==> src/rtl/length_prefixed_frame_filter_top_assert.svh <==
// ----------------------------------------------------------------------------
// Assertion macros for the length-prefixed frame filter
// Implication checks on the clock and reset of the module that uses them.
// ----------------------------------------------------------------------------
`ifndef LENGTH_PREFIXED_FRAME_FILTER_TOP_ASSERT_SVH
`define LENGTH_PREFIXED_FRAME_FILTER_TOP_ASSERT_SVH

// Same-cycle implication
`define LPFF_ASSERT_IMP(label, ante, cons, msg) \
    label: assert property (@(posedge clk) disable iff (!rst_n) (ante) |-> (cons)) \
        else $error(msg);

// Next-cycle implication
`define LPFF_ASSERT_NXT(label, ante, cons, msg) \
    label: assert property (@(posedge clk) disable iff (!rst_n) (ante) |=> (cons)) \
        else $error(msg);

`endif

==> src/rtl/lpff_pkg.sv <==
// ----------------------------------------------------------------------------
// lpff_pkg
// Shared types and constants of the length-prefixed frame filter.
// ----------------------------------------------------------------------------
package lpff_pkg;

    // Configuration register indexes
    localparam int CFG_IDX_W = 1;
    localparam logic [CFG_IDX_W-1:0] REG_INTERCEPT    = 1'd0;
    localparam logic [CFG_IDX_W-1:0] REG_SUMMARY_TYPE = 1'd1;

    // Result kinds
    localparam logic [2:0] KIND_FWD       = 3'd0;
    localparam logic [2:0] KIND_OK        = 3'd1;
    localparam logic [2:0] KIND_BAD_CRC   = 3'd2;
    localparam logic [2:0] KIND_BAD_SIZE  = 3'd3;
    localparam logic [2:0] KIND_EMPTY     = 3'd4;
    localparam logic [2:0] KIND_DUPLICATE = 3'd5;

    // FNV-1a 32-bit
    localparam logic [31:0] FNV_BASIS = 32'h811C_9DC5;
    localparam logic [31:0] FNV_PRIME = 32'd16777619;

    // Summary layout: type byte + 21 payload bytes
    localparam logic [15:0] SUMMARY_FRAME_LEN = 16'd22;
    localparam logic [15:0] SUMMARY_PAYLOAD   = 16'd21;

    // Request from the parser to the output side
    typedef struct packed {
        logic [2:0]  kind;
        logic        triple;      // three bytes to forward (b0, b1, b2)
        logic [7:0]  b0;
        logic [7:0]  b1;
        logic [7:0]  b2;
        logic [7:0]  won_flag;
        logic [31:0] own_score;
        logic [31:0] own_lines;
        logic [31:0] peer_score;
        logic [31:0] peer_lines;
        logic [31:0] duration_sec;
    } cmd_t;

    // One result item
    typedef struct packed {
        logic [2:0]  kind;
        logic [7:0]  out_byte;
        logic        last;
        logic [7:0]  won_flag;
        logic [31:0] own_score;
        logic [31:0] own_lines;
        logic [31:0] peer_score;
        logic [31:0] peer_lines;
        logic [31:0] duration_sec;
    } res_t;

endpackage

==> src/rtl/lpff_front.sv <==
// ----------------------------------------------------------------------------
// lpff_front
// Frame parser: accepts stream bytes, tracks the frame, hashes and decodes
// summaries, and issues one request per byte that causes results.
// ----------------------------------------------------------------------------
`include "length_prefixed_frame_filter_top_assert.svh"

module lpff_front
(
    input  logic                           clk,
    input  logic                           rst_n,
    input  logic                           in_valid,
    output logic                           in_ready,
    input  logic [7:0]                     in_byte,
    input  logic                           cfg_we,
    input  logic [lpff_pkg::CFG_IDX_W-1:0] cfg_index,
    input  logic [7:0]                     cfg_data,
    input  logic                           q_full,
    output logic                           push,
    output lpff_pkg::cmd_t                 push_cmd
);

    localparam logic [2:0] PH_LEN_LO  = 3'd0;
    localparam logic [2:0] PH_LEN_HI  = 3'd1;
    localparam logic [2:0] PH_TYPE    = 3'd2;
    localparam logic [2:0] PH_PAYLOAD = 3'd3;
    localparam logic [2:0] PH_CHECK   = 3'd4;

    logic             intercept_reg, intercept_next;
    logic [7:0]       sum_type_reg, sum_type_next;
    logic [2:0]       phase_reg, phase_next;
    logic [15:0]      frame_len_reg, frame_len_next;
    logic [15:0]      byte_count_reg, byte_count_next;
    logic             is_summary_reg, is_summary_next;
    logic [31:0]      hash_reg, hash_next;
    logic [31:0]      rx_crc_reg, rx_crc_next;
    logic [7:0]       won_reg, won_next;
    logic [4:0][31:0] words_reg, words_next;
    logic             captured_reg, captured_next;

    logic             accept;
    logic [31:0]      hash_step;
    logic [15:0]      bc_inc;
    logic [15:0]      len_full;
    logic [4:0]       pos;
    logic [31:0]      rx_new;
    logic [31:0]      calc;
    logic [31:0]      lane_byte;

    // Hold off the input while a register write is taken
    assign in_ready  = !q_full && !cfg_we;
    assign accept    = in_valid && in_ready;
    assign hash_step = (hash_reg ^ {24'h0, in_byte}) * lpff_pkg::FNV_PRIME;
    assign bc_inc    = byte_count_reg + 16'd1;
    assign len_full  = {in_byte, frame_len_reg[7:0]};
    assign pos       = byte_count_reg[4:0] - 5'd1;
    assign lane_byte = {24'h0, in_byte};
    assign rx_new    = rx_crc_reg | (lane_byte << {byte_count_reg[1:0], 3'b000});
    assign calc      = (frame_len_reg == 16'd1) ? 32'h0 : hash_reg;

    // Parse one byte or take a configuration write
    always_comb
    begin
        intercept_next  = intercept_reg;
        sum_type_next   = sum_type_reg;
        phase_next      = phase_reg;
        frame_len_next  = frame_len_reg;
        byte_count_next = byte_count_reg;
        is_summary_next = is_summary_reg;
        hash_next       = hash_reg;
        rx_crc_next     = rx_crc_reg;
        won_next        = won_reg;
        words_next      = words_reg;
        captured_next   = captured_reg;
        push            = 1'b0;
        push_cmd        = '0;

        if (cfg_we)
        begin
            if (cfg_index == lpff_pkg::REG_INTERCEPT)
            begin
                intercept_next  = cfg_data[0];
                phase_next      = PH_LEN_LO;
                frame_len_next  = '0;
                byte_count_next = '0;
                is_summary_next = 1'b0;
                hash_next       = lpff_pkg::FNV_BASIS;
                rx_crc_next     = '0;
            end
            else if (cfg_index == lpff_pkg::REG_SUMMARY_TYPE)
            begin
                sum_type_next = cfg_data;
            end
        end
        else if (accept)
        begin
            if (!intercept_reg)
            begin
                // Transparent: forward the byte
                push        = 1'b1;
                push_cmd.b0 = in_byte;
            end
            else
            begin
                case (phase_reg)
                    PH_LEN_LO:
                    begin
                        frame_len_next = {8'h0, in_byte};
                        phase_next     = PH_LEN_HI;
                    end
                    PH_LEN_HI:
                    begin
                        frame_len_next  = len_full;
                        byte_count_next = '0;
                        rx_crc_next     = '0;
                        is_summary_next = 1'b0;
                        phase_next      = (len_full == 16'd0) ? PH_CHECK : PH_TYPE;
                    end
                    PH_TYPE:
                    begin
                        is_summary_next = (in_byte == sum_type_reg);
                        hash_next       = lpff_pkg::FNV_BASIS;
                        byte_count_next = '0;
                        phase_next      = (frame_len_reg == 16'd1) ? PH_CHECK : PH_PAYLOAD;
                        if (in_byte == sum_type_reg)
                        begin
                            won_next   = '0;
                            words_next = '0;
                        end
                        else
                        begin
                            // Release the held length bytes with the type byte
                            push            = 1'b1;
                            push_cmd.triple = 1'b1;
                            push_cmd.b0     = frame_len_reg[7:0];
                            push_cmd.b1     = frame_len_reg[15:8];
                            push_cmd.b2     = in_byte;
                        end
                    end
                    PH_PAYLOAD:
                    begin
                        if (is_summary_reg)
                        begin
                            hash_next = hash_step;
                            if (byte_count_reg == 16'd0)
                            begin
                                won_next = in_byte;
                            end
                            else if (byte_count_reg < lpff_pkg::SUMMARY_PAYLOAD)
                            begin
                                for (int j = 0; j < 5; j++)
                                begin
                                    if (pos[4:2] == 3'(j))
                                    begin
                                        words_next[j] = words_reg[j]
                                            | (lane_byte << {pos[1:0], 3'b000});
                                    end
                                end
                            end
                        end
                        byte_count_next = bc_inc;
                        if (({1'b0, bc_inc} + 17'd1) >= {1'b0, frame_len_reg})
                        begin
                            byte_count_next = '0;
                            phase_next      = PH_CHECK;
                        end
                        if (!is_summary_reg)
                        begin
                            push        = 1'b1;
                            push_cmd.b0 = in_byte;
                        end
                    end
                    PH_CHECK:
                    begin
                        rx_crc_next = rx_new;
                        if (bc_inc < 16'd4)
                        begin
                            byte_count_next = bc_inc;
                            if (frame_len_reg != 16'd0 && !is_summary_reg)
                            begin
                                push        = 1'b1;
                                push_cmd.b0 = in_byte;
                            end
                        end
                        else
                        begin
                            phase_next      = PH_LEN_LO;
                            byte_count_next = '0;
                            push            = 1'b1;
                            if (frame_len_reg == 16'd0)
                            begin
                                push_cmd.kind = lpff_pkg::KIND_EMPTY;
                            end
                            else if (!is_summary_reg)
                            begin
                                push_cmd.b0 = in_byte;
                            end
                            else if (calc != rx_new)
                            begin
                                push_cmd.kind = lpff_pkg::KIND_BAD_CRC;
                            end
                            else if (frame_len_reg != lpff_pkg::SUMMARY_FRAME_LEN)
                            begin
                                push_cmd.kind = lpff_pkg::KIND_BAD_SIZE;
                            end
                            else
                            begin
                                push_cmd.kind = captured_reg ? lpff_pkg::KIND_DUPLICATE
                                                             : lpff_pkg::KIND_OK;
                                captured_next         = 1'b1;
                                push_cmd.won_flag     = won_reg;
                                push_cmd.own_score    = words_reg[0];
                                push_cmd.own_lines    = words_reg[1];
                                push_cmd.peer_score   = words_reg[2];
                                push_cmd.peer_lines   = words_reg[3];
                                push_cmd.duration_sec = words_reg[4];
                            end
                        end
                    end
                    default:
                    begin
                        phase_next = PH_LEN_LO;
                    end
                endcase
            end
        end
    end

    // Hold parser state
    always_ff @(posedge clk or negedge rst_n)
    begin
        if (!rst_n)
        begin
            intercept_reg  <= 1'b0;
            sum_type_reg   <= '0;
            phase_reg      <= PH_LEN_LO;
            frame_len_reg  <= '0;
            byte_count_reg <= '0;
            is_summary_reg <= 1'b0;
            hash_reg       <= lpff_pkg::FNV_BASIS;
            rx_crc_reg     <= '0;
            won_reg        <= '0;
            words_reg      <= '0;
            captured_reg   <= 1'b0;
        end
        else
        begin
            intercept_reg  <= intercept_next;
            sum_type_reg   <= sum_type_next;
            phase_reg      <= phase_next;
            frame_len_reg  <= frame_len_next;
            byte_count_reg <= byte_count_next;
            is_summary_reg <= is_summary_next;
            hash_reg       <= hash_next;
            rx_crc_reg     <= rx_crc_next;
            won_reg        <= won_next;
            words_reg      <= words_next;
            captured_reg   <= captured_next;
        end
    end

    // Once a summary is captured it stays captured
    `LPFF_ASSERT_NXT(a_captured_sticky, captured_reg, captured_reg, "captured flag dropped")

endmodule

==> src/rtl/lpff_queue.sv <==
// ----------------------------------------------------------------------------
// lpff_queue
// Short request queue between the parser and the output side.
// ----------------------------------------------------------------------------
`include "length_prefixed_frame_filter_top_assert.svh"

module lpff_queue
#(
    parameter int DEPTH = 4
)
(
    input  logic           clk,
    input  logic           rst_n,
    input  logic           push,
    input  lpff_pkg::cmd_t push_cmd,
    output logic           full,
    input  logic           pop,
    output logic           head_valid,
    output lpff_pkg::cmd_t head_cmd
);

    localparam int AW = (DEPTH > 1) ? $clog2(DEPTH) : 1;
    localparam int CW = $clog2(DEPTH + 1);

    lpff_pkg::cmd_t mem [DEPTH];
    logic [AW-1:0]  wr_ptr_reg, wr_ptr_next;
    logic [AW-1:0]  rd_ptr_reg, rd_ptr_next;
    logic [CW-1:0]  count_reg, count_next;

    assign full       = (count_reg == CW'(DEPTH));
    assign head_valid = (count_reg != '0);
    assign head_cmd   = mem[rd_ptr_reg];

    // Advance pointers and fill count
    always_comb
    begin
        wr_ptr_next = wr_ptr_reg;
        rd_ptr_next = rd_ptr_reg;
        count_next  = count_reg;
        if (push)
        begin
            wr_ptr_next = (wr_ptr_reg == AW'(DEPTH - 1)) ? '0 : wr_ptr_reg + 1'b1;
        end
        if (pop)
        begin
            rd_ptr_next = (rd_ptr_reg == AW'(DEPTH - 1)) ? '0 : rd_ptr_reg + 1'b1;
        end
        if (push && !pop)
        begin
            count_next = count_reg + 1'b1;
        end
        else if (pop && !push)
        begin
            count_next = count_reg - 1'b1;
        end
    end

    always_ff @(posedge clk or negedge rst_n)
    begin
        if (!rst_n)
        begin
            wr_ptr_reg <= '0;
            rd_ptr_reg <= '0;
            count_reg  <= '0;
        end
        else
        begin
            wr_ptr_reg <= wr_ptr_next;
            rd_ptr_reg <= rd_ptr_next;
            count_reg  <= count_next;
        end
    end

    // Store requests
    always_ff @(posedge clk)
    begin
        if (push)
        begin
            mem[wr_ptr_reg] <= push_cmd;
        end
    end

    `LPFF_ASSERT_IMP(a_no_overflow, push, !full, "request pushed into full queue")
    `LPFF_ASSERT_IMP(a_no_underflow, pop, head_valid, "request popped from empty queue")

endmodule

==> src/rtl/lpff_back.sv <==
// ----------------------------------------------------------------------------
// lpff_back
// Output side: expands each request into result items and holds the
// current result in an output register.
// ----------------------------------------------------------------------------
`include "length_prefixed_frame_filter_top_assert.svh"

module lpff_back
(
    input  logic           clk,
    input  logic           rst_n,
    input  logic           head_valid,
    input  lpff_pkg::cmd_t head_cmd,
    output logic           pop,
    output logic           out_valid,
    input  logic           out_ready,
    output lpff_pkg::res_t out_res
);

    logic           valid_reg, valid_next;
    logic [1:0]     sub_reg, sub_next;
    lpff_pkg::res_t res_reg, res_next;
    logic           load;
    logic           last_piece;
    logic [7:0]     piece;

    assign load       = head_valid && (!valid_reg || out_ready);
    assign last_piece = !head_cmd.triple || (sub_reg == 2'd2);
    assign pop        = load && last_piece;
    assign out_valid  = valid_reg;
    assign out_res    = res_reg;

    // Pick the byte of a forwarded triple
    always_comb
    begin
        case (sub_reg)
            2'd0:    piece = head_cmd.b0;
            2'd1:    piece = head_cmd.b1;
            default: piece = head_cmd.b2;
        endcase
    end

    // Load the next result or drain the current one
    always_comb
    begin
        valid_next = valid_reg;
        sub_next   = sub_reg;
        res_next   = res_reg;
        if (load)
        begin
            valid_next            = 1'b1;
            sub_next              = last_piece ? 2'd0 : sub_reg + 2'd1;
            res_next.kind         = head_cmd.kind;
            res_next.out_byte     = piece;
            res_next.last         = last_piece;
            res_next.won_flag     = head_cmd.won_flag;
            res_next.own_score    = head_cmd.own_score;
            res_next.own_lines    = head_cmd.own_lines;
            res_next.peer_score   = head_cmd.peer_score;
            res_next.peer_lines   = head_cmd.peer_lines;
            res_next.duration_sec = head_cmd.duration_sec;
        end
        else if (out_ready)
        begin
            valid_next = 1'b0;
        end
    end

    always_ff @(posedge clk or negedge rst_n)
    begin
        if (!rst_n)
        begin
            valid_reg <= 1'b0;
            sub_reg   <= 2'd0;
        end
        else
        begin
            valid_reg <= valid_next;
            sub_reg   <= sub_next;
        end
    end

    always_ff @(posedge clk)
    begin
        res_reg <= res_next;
    end

    // A triple in progress keeps its request at the head
    `LPFF_ASSERT_IMP(a_triple_held, sub_reg != 2'd0, head_valid && head_cmd.triple,
                     "triple expansion lost its request")

endmodule

==> src/rtl/length_prefixed_frame_filter_top.sv <==
// ----------------------------------------------------------------------------
// length_prefixed_frame_filter_top
// Length-prefixed deframer with FNV-1a summary interception.
//
// Channel  | Direction | Contents
// ---------+-----------+------------------------------------------------------
// s_axis   | in        | tdata[7:0] stream byte
// m_axis   | out       | tuser kind, tlast last, tdata decoded result
// cfg      | in        | we / index / data register writes, no read-back
//
// One byte is accepted per cycle while the queue is not full and no register
// write is taken; each byte yields zero to three results, and results leave at
// one per cycle from the output register while m_axis_tready is high. A forwarded
// type byte yields three results; the request queue (QUEUE_DEPTH entries) absorbs
// that burst and output stalls. Results pass the queue, then the output register.
// Reset is asynchronous and active low; no clearing pass is needed.
// ----------------------------------------------------------------------------
module length_prefixed_frame_filter_top
#(
    parameter int QUEUE_DEPTH = 4
)
(
    input  logic                           clk,
    input  logic                           rst_n,
    input  logic                           s_axis_tvalid,
    output logic                           s_axis_tready,
    input  logic [7:0]                     s_axis_tdata,   // in_byte
    output logic                           m_axis_tvalid,
    input  logic                           m_axis_tready,
    // out_byte, won_flag, own_score, own_lines, peer_score, peer_lines, duration_sec
    output logic [175:0]                   m_axis_tdata,
    output logic [2:0]                     m_axis_tuser,   // kind
    output logic                           m_axis_tlast,
    input  logic                           cfg_we,
    input  logic [lpff_pkg::CFG_IDX_W-1:0] cfg_index,
    input  logic [7:0]                     cfg_data
);

    lpff_pkg::cmd_t push_cmd;
    lpff_pkg::cmd_t head_cmd;
    lpff_pkg::res_t res;
    logic           push;
    logic           q_full;
    logic           pop;
    logic           head_valid;

    lpff_front u_front
    (
        .clk       (clk),
        .rst_n     (rst_n),
        .in_valid  (s_axis_tvalid),
        .in_ready  (s_axis_tready),
        .in_byte   (s_axis_tdata),
        .cfg_we    (cfg_we),
        .cfg_index (cfg_index),
        .cfg_data  (cfg_data),
        .q_full    (q_full),
        .push      (push),
        .push_cmd  (push_cmd)
    );

    lpff_queue #(.DEPTH(QUEUE_DEPTH)) u_queue
    (
        .clk        (clk),
        .rst_n      (rst_n),
        .push       (push),
        .push_cmd   (push_cmd),
        .full       (q_full),
        .pop        (pop),
        .head_valid (head_valid),
        .head_cmd   (head_cmd)
    );

    lpff_back u_back
    (
        .clk        (clk),
        .rst_n      (rst_n),
        .head_valid (head_valid),
        .head_cmd   (head_cmd),
        .pop        (pop),
        .out_valid  (m_axis_tvalid),
        .out_ready  (m_axis_tready),
        .out_res    (res)
    );

    // Pack the result
    assign m_axis_tdata = {res.duration_sec, res.peer_lines, res.peer_score,
                           res.own_lines, res.own_score, res.won_flag, res.out_byte};
    assign m_axis_tuser = res.kind;
    assign m_axis_tlast = res.last;

endmodule
==> config.mk <==
export PLATFORM = sky130hd
export DESIGN_NAME = length_prefixed_frame_filter_top
export DESIGN_NICKNAME = d
export VERILOG_FILES = /design/src/rtl/lpff_pkg.sv /design/src/rtl/lpff_front.sv /design/src/rtl/lpff_queue.sv /design/src/rtl/lpff_back.sv /design/src/rtl/length_prefixed_frame_filter_top.sv
export VERILOG_INCLUDE_DIRS = /design/src /design/src/rtl
export SDC_FILE = /design/constraint.sdc
export NUM_CORES = 2
export LEC_CHECK = 0
export BUFFER_PORTS_ARGS = -buffer_cell sky130_fd_sc_hd__buf_2
export CAP_MARGIN = 20
export CORE_UTILIZATION = 45
export CTS_CLUSTER_SIZE = 20
export DETAILED_ROUTE_END_ITERATION = 8
export PLACE_DENSITY = 0.67
export SLEW_MARGIN = 10
export SYNTH_ARGS = -nofsm -noshare
export SYNTH_HDL_FRONTEND = slang
export SYNTH_SLANG_ARGS = --single-unit
==> constraint.sdc <==
create_clock -name clk -period 12 [get_ports clk]
set_clock_uncertainty 0.1 [all_clocks]
set_input_delay 0.6 -clock clk [delete_from_list [all_inputs] [get_ports clk]]
set_output_delay 0.6 -clock clk [all_outputs]
set_load 0.02 [all_outputs]
# [Word-level counts from Yosys, hierarchy flattened]
# Memory sizes are Yosys's and may differ from the RTL's.
# Cells that the tools add are included.
[word_totals] register_bits=468 mem_bits_rw=784 in_bits=22 word_cells=237 memories=1
[memory_table] memory="u_queue.mem" words=4 word_bits=196 rd=1 rd_clocked_by_memory_dff=0 write_ports=1 line_no="lpff_queue.sv:25" source="lpff_pkg::cmd_t mem [DEPTH];"
[classes] addsub=8 multipliers=1 n_lt_le_gt_ge=3 eq_ne=32 shift=2 n_mux=95 bitwise=13 n_reduce_logical=52
[ops] cell="$mux W168" count=6
[ops] cell="$mux W160" count=4
[ops] cell="$mux W32" count=15
[ops] cell="$mux W196" count=2
[ops] cell="$pmux W160 S2" count=1
[ops] cell="$or A32 B32 Y32" count=6
[ops] cell="$mux W184" count=1
[ops] cell="$mux W16" count=10
[ops] cell="$pmux W32 S2" count=2
[ops] cell="$mux W8" count=8
[ops] cell="$shl A8 B5 Y32" count=2
[ops] cell="$reduce_and A9 Y1" count=6
[ops] cell="$mux W3" count=17
[ops] cell="$logic_not A16 Y1" count=3
[ops] cell="$pmux W16 S3" count=1
[ops] cell="$mul A32 B25 Y32 const B" count=1
[ops] cell="$ne A32 B32 Y1" count=1
[ops] cell="$pmux W16 S2" count=1
[ops] cell="$pmux W8 S2" count=2
[ops] cell="$xor A32 B8 Y32" count=1
[ops] cell="$mux W25" count=1
[ops] cell="$pmux W8 S3" count=1
[ops] cell="$ne A2 B1 Y1 const B" count=9
[ops] cell="$add A16 B1 Y17 const B" count=1
[ops] cell="40 further kinds" count=104

# [Depth between registers and ports, before layout]
[depth] word_depth=12 depth_mapped=23 mapped_depth_nobuf=22

# [Cells and area by module]
# A second synthesis with hierarchy kept.
[hier_totals] cells_unflattened=3567 hier_area_um2=54807.6
[modules_own_cells] mod="lpff_queue" instances=1 cells_per_inst=1061 area_per_inst_um2=28676.3 seq_area_each_um2=23717.7
[modules_own_cells] mod="lpff_front" instances=1 cells_per_inst=2280 area_per_inst_um2=20380.8 seq_area_each_um2=6974.2
[modules_own_cells] mod="lpff_back" instances=1 cells_per_inst=226 area_per_inst_um2=5750.5 seq_area_each_um2=5480.3

# [Worst setup path before layout]
# Ideal clock, no wire load.
[synth_timing] path_type="input -> register" start="input port m_axis_tready" end="register u_queue.count_reg[1]" setup_ns=0.125 arrival_ns=10.525 required_ns=11.775 slack_ns=1.250 stages=8 n_path_buf=0 cell_sequence="nand2b_1 nor2b_1 and2_1 inv_1 ha_1 inv_1 fa_1 mux2_2"
[synth_between] elab_chain_cells=6
[synth_rtl] element="start: declaration" line_no="length_prefixed_frame_filter_top.sv:29" source="input logic m_axis_tready,"
[synth_rtl] element="$logic_or A1 B1 Y1" line_no="lpff_back.sv:27" source="assign load = head_valid && (!valid_reg || out_ready);"
[synth_rtl] element="$logic_and A1 B1 Y1" line_no="lpff_back.sv:27"
[synth_rtl] element="net u_back.load" line_no="lpff_back.sv:23" source="logic load;"
[synth_rtl] element="$logic_and A1 B1 Y1" line_no="lpff_back.sv:29" source="assign pop = load && last_piece;"
[synth_rtl] element="$logic_not A1 Y1" line_no="lpff_queue.sv:48" source="if (push && !pop)"
[synth_rtl] element="$logic_and A1 B1 Y1" line_no="lpff_queue.sv:48"
[synth_rtl] element="$mux W3" line_no="lpff_queue.sv:48"
[synth_rtl] element="net u_queue.count_next[1]" line_no="lpff_queue.sv:28" source="logic [CW-1:0] count_reg, count_next;"
[synth_rtl] element="end signal: assignment" line_no="lpff_queue.sv:70" source="count_reg <= count_next;"
[synth_rtl] element="end: declaration" line_no="lpff_queue.sv:28"
# The timed path passes the listed nets, and every way through them passes these cells.
# A chain may end at the register's enable or synchronous reset.

# [Final worst setup path]
[layout_timing] start="register u_front.hash_reg[6]" end="register u_front.hash_reg[29]"
[layout_between] elab_chain_cells=7
[layout_rtl] element="start: declaration" line_no="lpff_front.sv:35" source="logic [31:0] hash_reg, hash_next;"
[layout_rtl] element="start signal: assignment" line_no="lpff_front.sv:240" source="hash_reg <= lpff_pkg::FNV_BASIS;"
[layout_rtl] element="start signal: assignment" line_no="lpff_front.sv:254" source="hash_reg <= hash_next;"
[layout_rtl] element="$xor A32 B8 Y32" line_no="lpff_front.sv:53" source="assign hash_step = (hash_reg ^ {24'h0, in_byte}) * lpff_pkg::FNV_PRIME;"
[layout_rtl] element="$mul A32 B25 Y32" line_no="lpff_front.sv:53"
[layout_rtl] element="$mux W32" line_no="lpff_front.sv:142" source="if (is_summary_reg)"
[layout_rtl] element="$pmux W32 S2" line_no="lpff_front.sv:105" source="case (phase_reg)"
[layout_rtl] element="$mux W32" line_no="lpff_front.sv:97" source="if (!intercept_reg)"
[layout_rtl] element="$mux W32" line_no="lpff_front.sv:95" source="else if (accept)"
[layout_rtl] element="$mux W32" line_no="lpff_front.sv:78" source="if (cfg_we)"
# No other way between the ends. The select of a mux whose other input is x is not followed.

==> metrics <==
run status finished clean; number of clock buffers inserted by TritonCTS around 130; maximum clock path buffer count 3; sum of negative setup slack 0 ns; number of I/O pins 204; sequential element share of the synthesized area roughly two thirds; cell at the slowest stage of the critical path sky130_fd_sc_hd__xor2_1; starting density of the core around 45%; clock tree from TritonCTS yes; Max-Cap Viols 0; global routing usage on met1 29.7%; power per standard cell area between 200 and 250 nW/µm²; worst hold stages 3; router iterations before antenna repair 5; syn_area_per_cell roughly 15 µm²; Synth-to-Final Area Change 13.2%; die boundary width ~350 µm; post-DR wirelength/cell ~24 µm; post-synthesis cell count between 3,000 and 4,000; Die Y between 300 and 400 µm; depth of the worst register-to-register path 21; Root Buffer sky130_fd_sc_hd__clkbuf_16; clk sinks approximately 1,300; source of the worst hold timing path cfg_index; Worst R2R Setup Slack approximately 5.5 ns; Rel. slew slack a little under a fifth; layer with the highest usage after global routing met2; number of global-route vias before repair about 31,000; area used by multi-input combinational logic 16,700 µm²; critical setup path kind reg -> reg; met2 usage in global routing between 30% and 40%; period utilisation layout 54.3%; Final Hold Violating Endpoints 0; overall overflow remaining after global route 0; largest net degree at the start of global routing 121; Setup Buffers After CTS 0; LEAKAGE 23.6 nW; Critical Path Max Stage Delay around 0.61 ns; number of warnings issued by yosys 0; register clock-pin slew on the reported worst setup and hold paths approximately 0.060 ns; total routing usage reported by global routing roughly 22%; register area around 36,000 µm²; Async SR Flop Fraction between 20% and 30%; count of vias placed by the detailed router a little over 30,000; cell repeated most along the worst path sky130_fd_sc_hd__ha_1; routability cong. around 0.89; number of nets with antenna violations after routing 0; global-route wire length before repair approximately 200,000 µm; Worst Max-Slew Pin Slew between 1 and 1.5 ns; clock latency of the later-clocked register in the worst-skew pair roughly 0.76 ns; unrepaired setup endpoints after global routing no; Routed Wire Length 130,000 µm; max FFs per register between 700 and 800; Critical Path End Type register; initial DRC count ~2,800; Design Power roughly 13 mW; fill cell instance count of the final layout 9,926; Max VDD drop between 0.00015 and 0.0002 V; reg2reg end u_front.hash_reg[29]; # nets final 4,068; synthesized netlist net count about 3,800; count of flip-flops with a built-in enable after synthesis between 900 and 1,000; layout cell share with drive strength beyond 1 between 10% and 20%; CP startpoint kind register; Worst Hold Path EP u_front.intercept_reg; post_cts resized 0; arrival time at the worst endpoint around 7 ns; prevailing post-synth register cell sky130_fd_sc_hd__edfxtp_1; endpoints failing setup 0; H-tree level count 4; HPWL after DPL slightly above 80,000 µm; hold-fix buffers at CTS 10; number of cells in the finished layout apart from fillers 5,480; time the worst path needs with I/O delays and setup between 6 and 7 ns; count of input and output buffers around 200; GRT met3 Usage around 4%; Unique masters post-synth 72; type of the worst min-delay path in -> reg; critical path required time between 10 and 15 ns; antenna violations before repair 3; RR Startpoint u_front.hash_reg[6]; total cell area at the placement stage roughly 57,000 µm²; final non-filler cell area 61,500 µm²; final number of max-transition violations 0; Vias/cell between 5 and 6; Max Freq between 150 and 200 MHz; mapped cell area roughly 54,000 µm²; dpl cells 5,224; register bit total from synthesis ~1,300; crit path cell chain xor2_1 -> ha_1 -> ha_1 -> fa_1 -> ha_1 -> fa_1 -> ha_1 -> inv_1 -> fa_1 -> inv_1 -> ha_1 -> a21oi_1 -> o21ai_0 -> a221oi_1 -> o41ai_1 -> a21oi_1 -> nor2_1 -> o31ai_1 -> o21a_1 -> xor2_1 -> o21ai_0; remaining routing DRC violations 0; worst-path fanout max 6; Die Footprint around 120,000 µm²; row count 127; Placeable Area 120,000 µm²
-- metal layers --
| metal | wire, µm | share of wire [%] |
|---|---|---|
| met1 | 54800 | 42 |
| met2 | 62800 | 48 |
| met3 | 8720 | 6.7 |
| met4 | 3760 | 2.9 |
| met5 | 32 | 0.025 |
-- Yosys cell counts, types with 20 or more instances --
library cell | instances | area (µm²)
sky130_fd_sc_hd__edfxtp_1 | 964 | 28900
sky130_fd_sc_hd__nand3_1 | 20 | 100
sky130_fd_sc_hd__nor3_1 | 36 | 180
sky130_fd_sc_hd__xnor2_1 | 59 | 517
sky130_fd_sc_hd__nor2_1 | 272 | 1020
sky130_fd_sc_hd__o21ai_0 | 84 | 420
sky130_fd_sc_hd__ha_1 | 213 | 2670
sky130_fd_sc_hd__inv_1 | 206 | 773
sky130_fd_sc_hd__nand2_1 | 113 | 424
sky130_fd_sc_hd__a31oi_1 | 81 | 507
sky130_fd_sc_hd__mux4_2 | 196 | 4410
sky130_fd_sc_hd__buf_1 | 29 | 109
sky130_fd_sc_hd__nor2b_1 | 30 | 188
sky130_fd_sc_hd__fa_1 | 75 | 1500
sky130_fd_sc_hd__clkbuf_1 | 110 | 413
sky130_fd_sc_hd__dfrtp_1 | 274 | 6860
sky130_fd_sc_hd__a21oi_1 | 212 | 1060
sky130_fd_sc_hd__and2_1 | 196 | 1230
sky130_fd_sc_hd__xor2_1 | 37 | 324
-- worst max path at each step --
| stage | endpoint | slack (ns) | from |
|---|---|---|---|
| after floorplan | u_queue.count_reg[1] | 1.25 | m_axis_tready |
| after global placement | u_front.hash_reg[29] | 5.24 | s_axis_tdata[6] |
| after detailed placement | u_front.hash_reg[29] | 5.10 | s_axis_tdata[6] |
| after CTS | u_front.hash_reg[29] | 5.50 | u_front.hash_reg[6] |
| after global routing | u_front.hash_reg[31] | 5.15 | u_front.hash_reg[6] |
| final | u_front.hash_reg[29] | 5.48 | u_front.hash_reg[6] |
-- power by group --
part	leakage [nW]	internal (mW)	switching, mW
combinational	8.59	1.16	1.81
sequential	13.0	5.37	0.285
clock	2.05	2.25	1.70
total	23.6	8.77	3.80
-- stage by stage --
step	setup WS [ns]	hold WS (ns)	util, %
after CTS	5.50	0.160	51.3
final	5.48	0.196	51.3
after global placement	5.24	0.361	47.7
after floorplan	1.25	0.204	-
after detailed placement	5.10	0.366	47.7
after global routing	5.15	0.211	51.3
-- layout make-up --
cell class                      count  area share [%]
Timing Repair Buffer              271            2.61
Multi-Input combinational cell   1893            27.1
Antenna cell                        1         0.00407
Clock buffer                      180            5.86
Inverter                          208            1.27
Sequential cell                  1252            58.8
Clock inverter                     63            1.00
Tap cell                         1612            3.28
-- layout by cell type (no fill, tap or decap), types with 20 or more instances in the layout --
| master | instances |
|---|---|
| sky130_fd_sc_hd__edfxtp_1 | 964 |
| sky130_fd_sc_hd__dfrtp_1 | 272 |
| sky130_fd_sc_hd__nor2_1 | 270 |
| sky130_fd_sc_hd__ha_1 | 213 |
| sky130_fd_sc_hd__a21oi_1 | 208 |
| sky130_fd_sc_hd__inv_1 | 206 |
| sky130_fd_sc_hd__buf_2 | 202 |
| sky130_fd_sc_hd__mux4_2 | 196 |
| sky130_fd_sc_hd__and2_1 | 192 |
| sky130_fd_sc_hd__clkbuf_16 | 134 |
| sky130_fd_sc_hd__nand2_1 | 113 |
| sky130_fd_sc_hd__o21ai_0 | 83 |
| sky130_fd_sc_hd__a31oi_1 | 81 |
| sky130_fd_sc_hd__fa_1 | 75 |
| sky130_fd_sc_hd__xnor2_1 | 59 |
| sky130_fd_sc_hd__buf_4 | 54 |
| sky130_fd_sc_hd__clkbuf_1 | 38 |
| sky130_fd_sc_hd__xor2_1 | 37 |
| sky130_fd_sc_hd__nor3_1 | 35 |
| sky130_fd_sc_hd__nor2b_1 | 26 |
| sky130_fd_sc_hd__nand3_1 | 20 |
-- logic make-up after synthesis --
family / after synthesis / synth area share (%)
flops: 1252 / 66.6
simple gates: 773 / 7.11
compound gates: 521 / 5.75
buf+inv: 375 / 2.82
fa+ha+maj: 288 / 7.67
mux: 215 / 8.51
xor+xnor: 96 / 1.55
-- worst max-delay path, delay by kind of cell (launching register included) --
kind | cells | cell delay (ns)
compound gates | 8 | 1.82
xor+xnor | 2 | 0.77
fa+ha+maj | 8 | 2.87
buf+inv | 2 | 0.09
flops | 1 | 0.57
simple gates | 1 | 0.12
(Power assumes the default switching activity.)
